<file path="src/hdl/euler_to_rotation_matrix_unit_defines.svh">
// Assertion macros shared by the rotation matrix unit.
// Depends on nothing; included by the files that carry assertions.
`ifndef EULER_TO_ROTATION_MATRIX_UNIT_DEFINES_SVH
`define EULER_TO_ROTATION_MATRIX_UNIT_DEFINES_SVH

// Condition implies consequence in the same cycle, outside of reset.
`define ETRM_ASSERT_SAME(label, clk, rst, cond, cons, msg) \
   label: assert property (@(posedge clk) disable iff (rst) (cond) |-> (cons)) \
      else $error(msg);

// Condition implies consequence in the next cycle, outside of reset.
`define ETRM_ASSERT_NEXT(label, clk, rst, cond, cons, msg) \
   label: assert property (@(posedge clk) disable iff (rst) (cond) |=> (cons)) \
      else $error(msg);

// Condition implies consequence in the next cycle, checked during reset too.
`define ETRM_ASSERT_NEXT_ANY(label, clk, cond, cons, msg) \
   label: assert property (@(posedge clk) (cond) |=> (cons)) else $error(msg);

`endif

</file>
<file path="src/hdl/etrm_pkg.sv">
// Types, constants and helper functions of the rotation matrix unit.
// Depends on nothing.
package etrm_pkg;

   localparam int CordicSteps = 30;
   localparam int IntFrac     = 30;
   localparam int QW          = 33;
   localparam logic signed [QW-1:0] CordicGainInit = 33'sd652032874;

   typedef logic signed [QW-1:0] q_type;

   typedef struct packed {
      logic signed [15:0] yaw_angle;
      logic signed [15:0] pitch_angle;
      logic signed [15:0] roll_angle;
   } req_type;

   typedef struct packed {
      logic signed [15:0] m00;
      logic signed [15:0] m10;
      logic signed [15:0] m20;
      logic signed [15:0] m01;
      logic signed [15:0] m11;
      logic signed [15:0] m21;
      logic signed [15:0] m02;
      logic signed [15:0] m12;
      logic signed [15:0] m22;
   } rsp_type;

   typedef struct packed {
      q_type x;
      q_type y;
      q_type z;
      logic  flip;
   } lane_type;

   typedef struct packed {
      logic           valid;
      lane_type [2:0] lane;
   } cell_type;

   function automatic q_type atan_value(input int step);
      case (step)
         0: atan_value = 33'sd536870912;
         1: atan_value = 33'sd316933406;
         2: atan_value = 33'sd167458907;
         3: atan_value = 33'sd85004756;
         4: atan_value = 33'sd42667331;
         5: atan_value = 33'sd21354465;
         6: atan_value = 33'sd10679838;
         7: atan_value = 33'sd5340245;
         8: atan_value = 33'sd2670163;
         9: atan_value = 33'sd1335087;
         10: atan_value = 33'sd667544;
         11: atan_value = 33'sd333772;
         12: atan_value = 33'sd166886;
         13: atan_value = 33'sd83443;
         14: atan_value = 33'sd41721;
         15: atan_value = 33'sd20861;
         16: atan_value = 33'sd10430;
         17: atan_value = 33'sd5215;
         18: atan_value = 33'sd2608;
         19: atan_value = 33'sd1304;
         20: atan_value = 33'sd652;
         21: atan_value = 33'sd326;
         22: atan_value = 33'sd163;
         23: atan_value = 33'sd81;
         24: atan_value = 33'sd41;
         25: atan_value = 33'sd20;
         26: atan_value = 33'sd10;
         27: atan_value = 33'sd5;
         28: atan_value = 33'sd3;
         29: atan_value = 33'sd1;
         default: atan_value = '0;
      endcase
   endfunction

   // Product of two Q3.30 values, rounded half up back to Q3.30.
   function automatic q_type mul30(input q_type a, input q_type b);
      logic signed [2*QW-1:0] p;
      logic signed [2*QW-1:0] r;
      p = a * b;
      r = (p + (66'sd1 <<< (IntFrac - 1))) >>> IntFrac;
      mul30 = r[QW-1:0];
   endfunction

endpackage

</file>
<file path="src/hdl/etrm_cordic_cell.sv">
// One rotation step of the sine and cosine chain, for all three angles.
// Depends on etrm_pkg.
module etrm_cordic_cell
   import etrm_pkg::*;
#(
   parameter int STEP = 0
) (
   input  logic     clock,
   input  logic     reset,
   input  logic     advance,
   input  cell_type cell_in,
   output cell_type cell_out
);

   logic           valid_ff;
   lane_type [2:0] lane_ff;
   lane_type [2:0] lane_in;

   always_comb begin
      for (int k = 0; k < 3; k++) begin
         lane_in[k].flip = cell_in.lane[k].flip;
         if (!cell_in.lane[k].z[QW-1]) begin
            lane_in[k].x = cell_in.lane[k].x - (cell_in.lane[k].y >>> STEP);
            lane_in[k].y = cell_in.lane[k].y + (cell_in.lane[k].x >>> STEP);
            lane_in[k].z = cell_in.lane[k].z - atan_value(STEP);
         end else begin
            lane_in[k].x = cell_in.lane[k].x + (cell_in.lane[k].y >>> STEP);
            lane_in[k].y = cell_in.lane[k].y - (cell_in.lane[k].x >>> STEP);
            lane_in[k].z = cell_in.lane[k].z + atan_value(STEP);
         end
      end
   end

   always_ff @(posedge clock) begin
      if (reset) begin
         valid_ff <= 1'b0;
      end else if (advance) begin
         valid_ff <= cell_in.valid;
      end
   end

   always_ff @(posedge clock) begin
      if (advance) begin
         lane_ff <= lane_in;
      end
   end

   assign cell_out.valid = valid_ff;
   assign cell_out.lane  = lane_ff;

endmodule

</file>
<file path="config.mk">
export PLATFORM = sky130hd
export DESIGN_NAME = etrm_cordic_cell
export DESIGN_NICKNAME = d
export VERILOG_FILES = /design/src/hdl/euler_to_rotation_matrix_unit_defines.svh /design/src/hdl/etrm_pkg.sv /design/src/hdl/etrm_cordic_cell.sv
export SDC_FILE = /design/constraint.sdc
export NUM_CORES = 1
export LEC_CHECK = 0
export ABC_AREA = 0
export BUFFER_PORTS_ARGS = -buffer_cell sky130_fd_sc_hd__buf_2
export CAP_MARGIN = 20
export CELL_PAD_IN_SITES_DETAIL_PLACEMENT = 1
export CELL_PAD_IN_SITES_GLOBAL_PLACEMENT = 1
export CORE_MARGIN = 2
export CORE_UTILIZATION = 42
export CTS_CLUSTER_DIAMETER = 120
export CTS_CLUSTER_SIZE = 28
export DETAILED_ROUTE_END_ITERATION = 12
export MAX_ROUTING_LAYER = met4
export PLACE_DENSITY = 0.87
export SLEW_MARGIN = 5
export SYNTH_ARGS = -nofsm -noshare
export SYNTH_HDL_FRONTEND = slang
export SYNTH_SLANG_ARGS = --single-unit
</file>
<file path="constraint.sdc">
create_clock -name clock -period 3.45 [get_ports clock]
set_input_delay 0.345 -clock clock [delete_from_list [all_inputs] [get_ports clock]]
set_output_delay 0.345 -clock clock [all_outputs]
set_load 0.02 [all_outputs]
</file>
==> results of run 1 <==
[tightest hold or removal path: stages]
cell and delay (ns):
buf_2 0.07, mux2i_1 0.06, nor2_1 0.08
[worst paths after layout]
path                            slack [ns]                       to             startpoint  depth (start not counted)
worst min-delay path                  0.03    valid_ff$_SDFFE_PP0P_           cell_in[300]                          3
worst max register to register        2.86    valid_ff$_SDFFE_PP0P_  valid_ff$_SDFFE_PP0P_                          2
worst max-delay path                  0.28  cell_out[195]$_DFFE_PP_           cell_in[139]                         14
worst min register to register        0.51    valid_ff$_SDFFE_PP0P_  valid_ff$_SDFFE_PP0P_                          2
[layout by cell type, fill, tap and decap left out, drive strengths merged, types with 32 or more instances in the layout]
cell	synthesis	layout
diode	0	32
a21o	62	62
o21ai	207	207
dlygate4sd3	0	91
inv	308	310
nor4	32	32
nand2	124	124
edfxtp	297	297
o21bai	73	73
nor2b	35	35
xnor2	161	161
buf	25	770
nand3	45	45
a21oi	349	349
nor2	232	232
nor3	72	72
a31oi	46	46
ha	294	294
mux2i	32	32
[layout make-up]
class	instances	area [um2]	share of cell area
antenna	32	80.08	0.002494
inverter	312	1171	0.03648
sequential	298	8939	0.2784
clock buffer	21	440.4	0.01372
clock inverter	6	81.33	0.002533
timing repair buffer	861	5228	0.1628
tap	782	978.4	0.03047
multi-input combinational	2172	15190	0.4731
[per-layer routing]
metal | wire length, um | part of all wire
met1 | 41840 | 0.38
met2 | 54030 | 0.49
met3 | 9279 | 0.084
met4 | 5501 | 0.050
met5 | 0 | 0
[report_power, final]
group	total, mW	leakage (nW)	internal, mW	switching [mW]
registers	4.85	2.91	4.66	0.196
logic	5.44	11.3	1.92	3.52
clock network	2.39	0.247	0.961	1.43
[state kept, by name (all words and copies together) (netlist names)]
register / count
valid_ff: 1
cell_out: 297
[stage by stage]
stage	hold slack (ns)	cell area (um2)	TNS, ns
floorplan	0.4174	25810	0
global placement	0.4703	30590	0
detailed placement	0.4829	30590	-0.4194
CTS	0.004843	32030	0
global route	0.05413	32100	0
finish	0.02676	32110	0
[cells by family (layout without fill, tap and decap cells)]
family          Yosys count  count (layout)  synth area share
compound gates          980             980            0.2368
xor+xnor                188             188           0.06379
fa+ha+maj               306             306            0.1518
buf+inv                 444            1200           0.06520
flops                   298             298            0.3463
mux                      33              33           0.01285
other cells               0              32                 0
simple gates            665             665            0.1233
==> impl_metrics.ini, run 1 <==
[status]
status = complete, no violations

[worst_setup_path]
crit_chain = buf_2, inv_1, ha_1, nor2_1, o211ai_1, buf_4, a31oi_1, a211oi_1, buf_4, o31ai_1, a21boi_1, o31ai_1, a21oi_1, xnor2_1
endpoint_kind = register
path_buf_inv = 4
worst_ep_arrival_time_ns = 3.50
crit_type = primary input to register
crit_family = compound AO/OA/AOI/OAI gates
path_max_fanout = 8
critPathLaunchType = primary input
critPathMaxStageDelay_ns = 0.53
required_ns = 3.78
critPathSlowestCell = o31ai_1

[floorplanning]
die_w_um = 251.9
dieHeight_um = 251.9
dieArea_um2 = 63450
num_rows = 90
core_um2 = 60580
io_pins = 605
initial_utilization = 0.4260

[sta]
finalHoldViolCount = 0
setup_viol = 0
tightest_slew_ns = 0.9647
slew_headroom = 0.3568
slew_viol_final = 0
period_share = 0.9182
rsz0062_at_grt = false
setup_ws_ns = 0.2823
period_needed_ns = 3.168
fmax_mhz = 315.7
fin_skew_ns = 0

[placed_design]
gp_congestion = 0.9902
pre_cts_slack_ns = -0.1459
io_buffers = 604
post-place-cells = 4334
dp_hpwl_um = 84880

[route]
vias = 26633
drtIter0Drc = 2337
antenna_left = 0
drc = 0
drtPass1Iterations = 5
avgViaCountPerCell = 5.940
drt-total-wl_um = 110600
routedWlPerCell_um = 24.67

[clock_tree]
post_cts_buffers = 0
root_buffer = clkbuf_16
numCtsBuffers = 16
cts_resized = 0
clock_path_buffers = 3
insertion_delay_ns = 0.55
cts_max_level = 1
cts_tree = built
clkSinkCount = 298
clkTransAtPathRegs_ns = 0.13
hold_buffers = 91

[synthesis]
synth_common_cells = 348 x a21oi_1, 297 x edfxtp_1, 294 x ha_1
synth_top_area_share = 0.3455
yosysSeqAreaShare = 0.3463
synth-edff-count = 297
synthTopCellsByArea = edfxtp_1 35%, ha_1 14%, a21oi_1 6.7%
ys_dominant_reg_cell = edfxtp_1
synth.distinct_cells = 84
synth_seq_cells = 298
async_flop_share = 0
syn_inst = 2914
syn-num-nets = 3524
syn-cell-area_um2 = 25810
yosysTopAreaCell = edfxtp_1
yosys_warnings = 0
postSynthAreaPerCell_um2 = 8.858
synth_most_common_cell = a21oi_1

[global_route]
use_met2 = 0.5815
antenna_found_initial = 30
grt_overflow_total = 0
use_met1 = 0.3938
grt_pass1_vias = 27356
use_met3 = 0.06799
grt_pass1_wl_um = 164500
grt_max_degree = 84
grt-busiest-layer = met2
track_usage = 0.3437

[layout]
fin_nets = 4271
finalNonFillerCells = 4484
drive_gt1_frac = 0.2270
synthToLayoutAreaGrowth_pct = 24.39
nFillCells = 7246
postLayoutCoreUtil = 0.5300

[flow_run]
maxCapViolCount = 0

[power]
report.power.total_mw = 12.68
leakage_nw = 14.48
pwr_density_cell_nw_per_um2 = 395.0
peakVddDrop_mv = 0.3591

[worst_hold_path]
hold_class = primary input to register
No activity file was read; power rests on OpenSTA's default activity.
==> run 2, diff against run 1 <==
--- a/config.mk
+++ b/config.mk
@@ -11,12 +11,12 @@
 export CELL_PAD_IN_SITES_DETAIL_PLACEMENT = 1
 export CELL_PAD_IN_SITES_GLOBAL_PLACEMENT = 1
 export CORE_MARGIN = 2
-export CORE_UTILIZATION = 42
+export CORE_UTILIZATION = 38
 export CTS_CLUSTER_DIAMETER = 120
 export CTS_CLUSTER_SIZE = 28
 export DETAILED_ROUTE_END_ITERATION = 12
 export MAX_ROUTING_LAYER = met4
-export PLACE_DENSITY = 0.87
+export PLACE_DENSITY = 0.83
 export SLEW_MARGIN = 5
 export SYNTH_ARGS = -nofsm -noshare
 export SYNTH_HDL_FRONTEND = slang
==> constraint.sdc (replaced) <==
create_clock -name clock -period 2.8 [get_ports clock]
set_input_delay 0.28 -clock clock [delete_from_list [all_inputs] [get_ports clock]]
set_output_delay 0.28 -clock clock [all_outputs]
set_load 0.02 [all_outputs]
==> run 2 against run 1 <==
Combinational power rose by 45%. Register-to-register slack lost 1.3 ns. Clock power increased by 43%. Cell area increased by 15%. Sequential cell count unchanged. Utilization increased by 2.0 points. Sequential power is 25% higher. Global-route usage increased by 1.0 points. Final cell count up 15%.
==> impl_metrics.ini, run 2 (synthesis gave the netlist of run 1 again) <==
[status]
status = complete, no violations

[route]
drc = 0
antenna_left = 0
drtIter0Drc = 2598
avgViaCountPerCell = 5.671
drtPass1Iterations = 6
vias = 29223
drt-total-wl_um = 126200
routedWlPerCell_um = 24.50

[sta]
fmax_mhz = 365.5
period_needed_ns = 2.736
slew_viol_final = 0
fin_skew_ns = 0
finalHoldViolCount = 0
setup_viol = 0
tightest_slew_ns = 0.9179
holdWs_ns = 0.05580
slew_headroom = 0.3881
final.setup.tns_ns = 0
period_share = 0.9771

[clock_tree]
insertion_delay_ns = 0.60
numCtsBuffers = 19
clkSinkCount = 298
clock_path_buffers = 3
root_buffer = clkbuf_16
cts_max_level = 1
cts_tree = built
clkTransAtPathRegs_ns = 0.12

[worst_setup_path]
critPathMaxStageDelay_ns = 0.43
critPathSlowestCell = ha_1
required_ns = 3.15
path_max_fanout = 7
crit_chain = buf_2, inv_1, ha_1, buf_4, or2_0, o21ai_0, a211oi_1, buf_4, a31oi_1, buf_4, a21oi_1, o21ai_1, a21oi_1, xnor2_1
endpoint_kind = register
worst_ep_arrival_time_ns = 3.08
critPathLaunchType = primary input
r2r_slack_ns = 1.56
path_common_cell = buf_4
crit_type = primary input to register

[floorplanning]
dieArea_um2 = 70020
dieHeight_um = 264.6
num_rows = 95
die_w_um = 264.6
io_pins = 605
core_um2 = 67160
initial_utilization = 0.3843

[power]
pwr_density_cell_nw_per_um2 = 468.9
report.power.total_mw = 17.33
peakVddDrop_mv = 0.5414
leakage_nw = 17.38

[layout]
most-common-layout-cells = 728 x buf_4, 603 x buf_2, 344 x a21oi_1
layout_commonest_cell = buf_4
fin_nets = 4846
finalNonFillerCells = 5153
largest_reg_flops = 297
drive_gt1_frac = 0.3417
synthToLayoutAreaGrowth_pct = 43.18

[placed_design]
dp_hpwl_um = 99010
gp_congestion = 1.034
post-place-cells = 4993
io_buffers = 604

[worst_hold_path]
hold_class = primary input to register

[global_route]
grt_overflow_total = 0
antenna_found_initial = 34
grt_max_degree = 79
grt_pass1_vias = 30897
grt_pass1_wl_um = 186100
track_usage = 0.3537

[flow_run]
maxCapViolCount = 0
run 2: worst paths after layout:
kind              cells past startpoint                   from                      end
setup / recovery                     14           cell_in[146]  cell_out[159]$_DFFE_PP_
hold / removal                        2           cell_in[230]  cell_out[230]$_DFFE_PP_
setup reg to reg                      3  valid_ff$_SDFFE_PP0P_    valid_ff$_SDFFE_PP0P_
hold reg to reg                       3  valid_ff$_SDFFE_PP0P_    valid_ff$_SDFFE_PP0P_
run 2: routing by layer:
metal,GRT usage,part of all wire,vias up
met5,-,0,-
met4,0.1892,0.059,0
met3,0.05992,0.072,333
met2,0.6022,0.49,1420
met1,0.3971,0.38,14289
li1,-,-,13181
run 2: area by class of cell:
| cell class | count | area [um2] |
|---|---|---|
| multi-input combinational | 2172 | 15420 |
| fill | 8081 | 30200 |
| sequential | 298 | 8939 |
| timing repair buffer | 1433 | 9589 |
| tap | 873 | 1092 |
| inverter | 312 | 1171 |
| antenna | 31 | 77.57 |
| clock buffer | 22 | 486.7 |
| clock inverter | 12 | 183.9 |
run 2: repair_timing:
item / 4_1_cts / 5_1_grt
endpoints found under the hold margin: 92 / 0
resized for setup: 0 / 43
setup buffers: 0 / 2
setup endpoints to repair: 0 / 43
hold buffers: 93 / 0
run 2: metrics by stage:
| stage | area [um2] | setup slack [ns] | utilization |
|---|---|---|---|
| final | 36960 | 0.06407 | 0.5503 |
| after global routing | 36960 | -0.02418 | 0.5503 |
| after CTS | 36670 | 0.02200 | 0.5461 |
| after detailed placement | 35070 | -0.6148 | 0.5222 |
| after global placement | 35070 | -0.5340 | 0.5222 |
| after floorplan | 25850 | -0.03264 | - |
run 2: critical path, delay by kind of cell:
kind | cells | cell delay [ns]
fa+ha+maj | 1 | 0.43
compound gates | 6 | 1.21
buf+inv | 5 | 0.74
simple gates | 1 | 0.24
xor+xnor | 1 | 0.18
run 2: where the power goes:
part,internal [mW],leakage [nW],total [mW],switching [mW]
Combinational,3.18,14.2,7.88,4.70
Sequential,5.74,2.91,6.04,0.299
Clock,1.39,0.317,3.41,2.02
Total,10.3,17.4,17.3,7.02
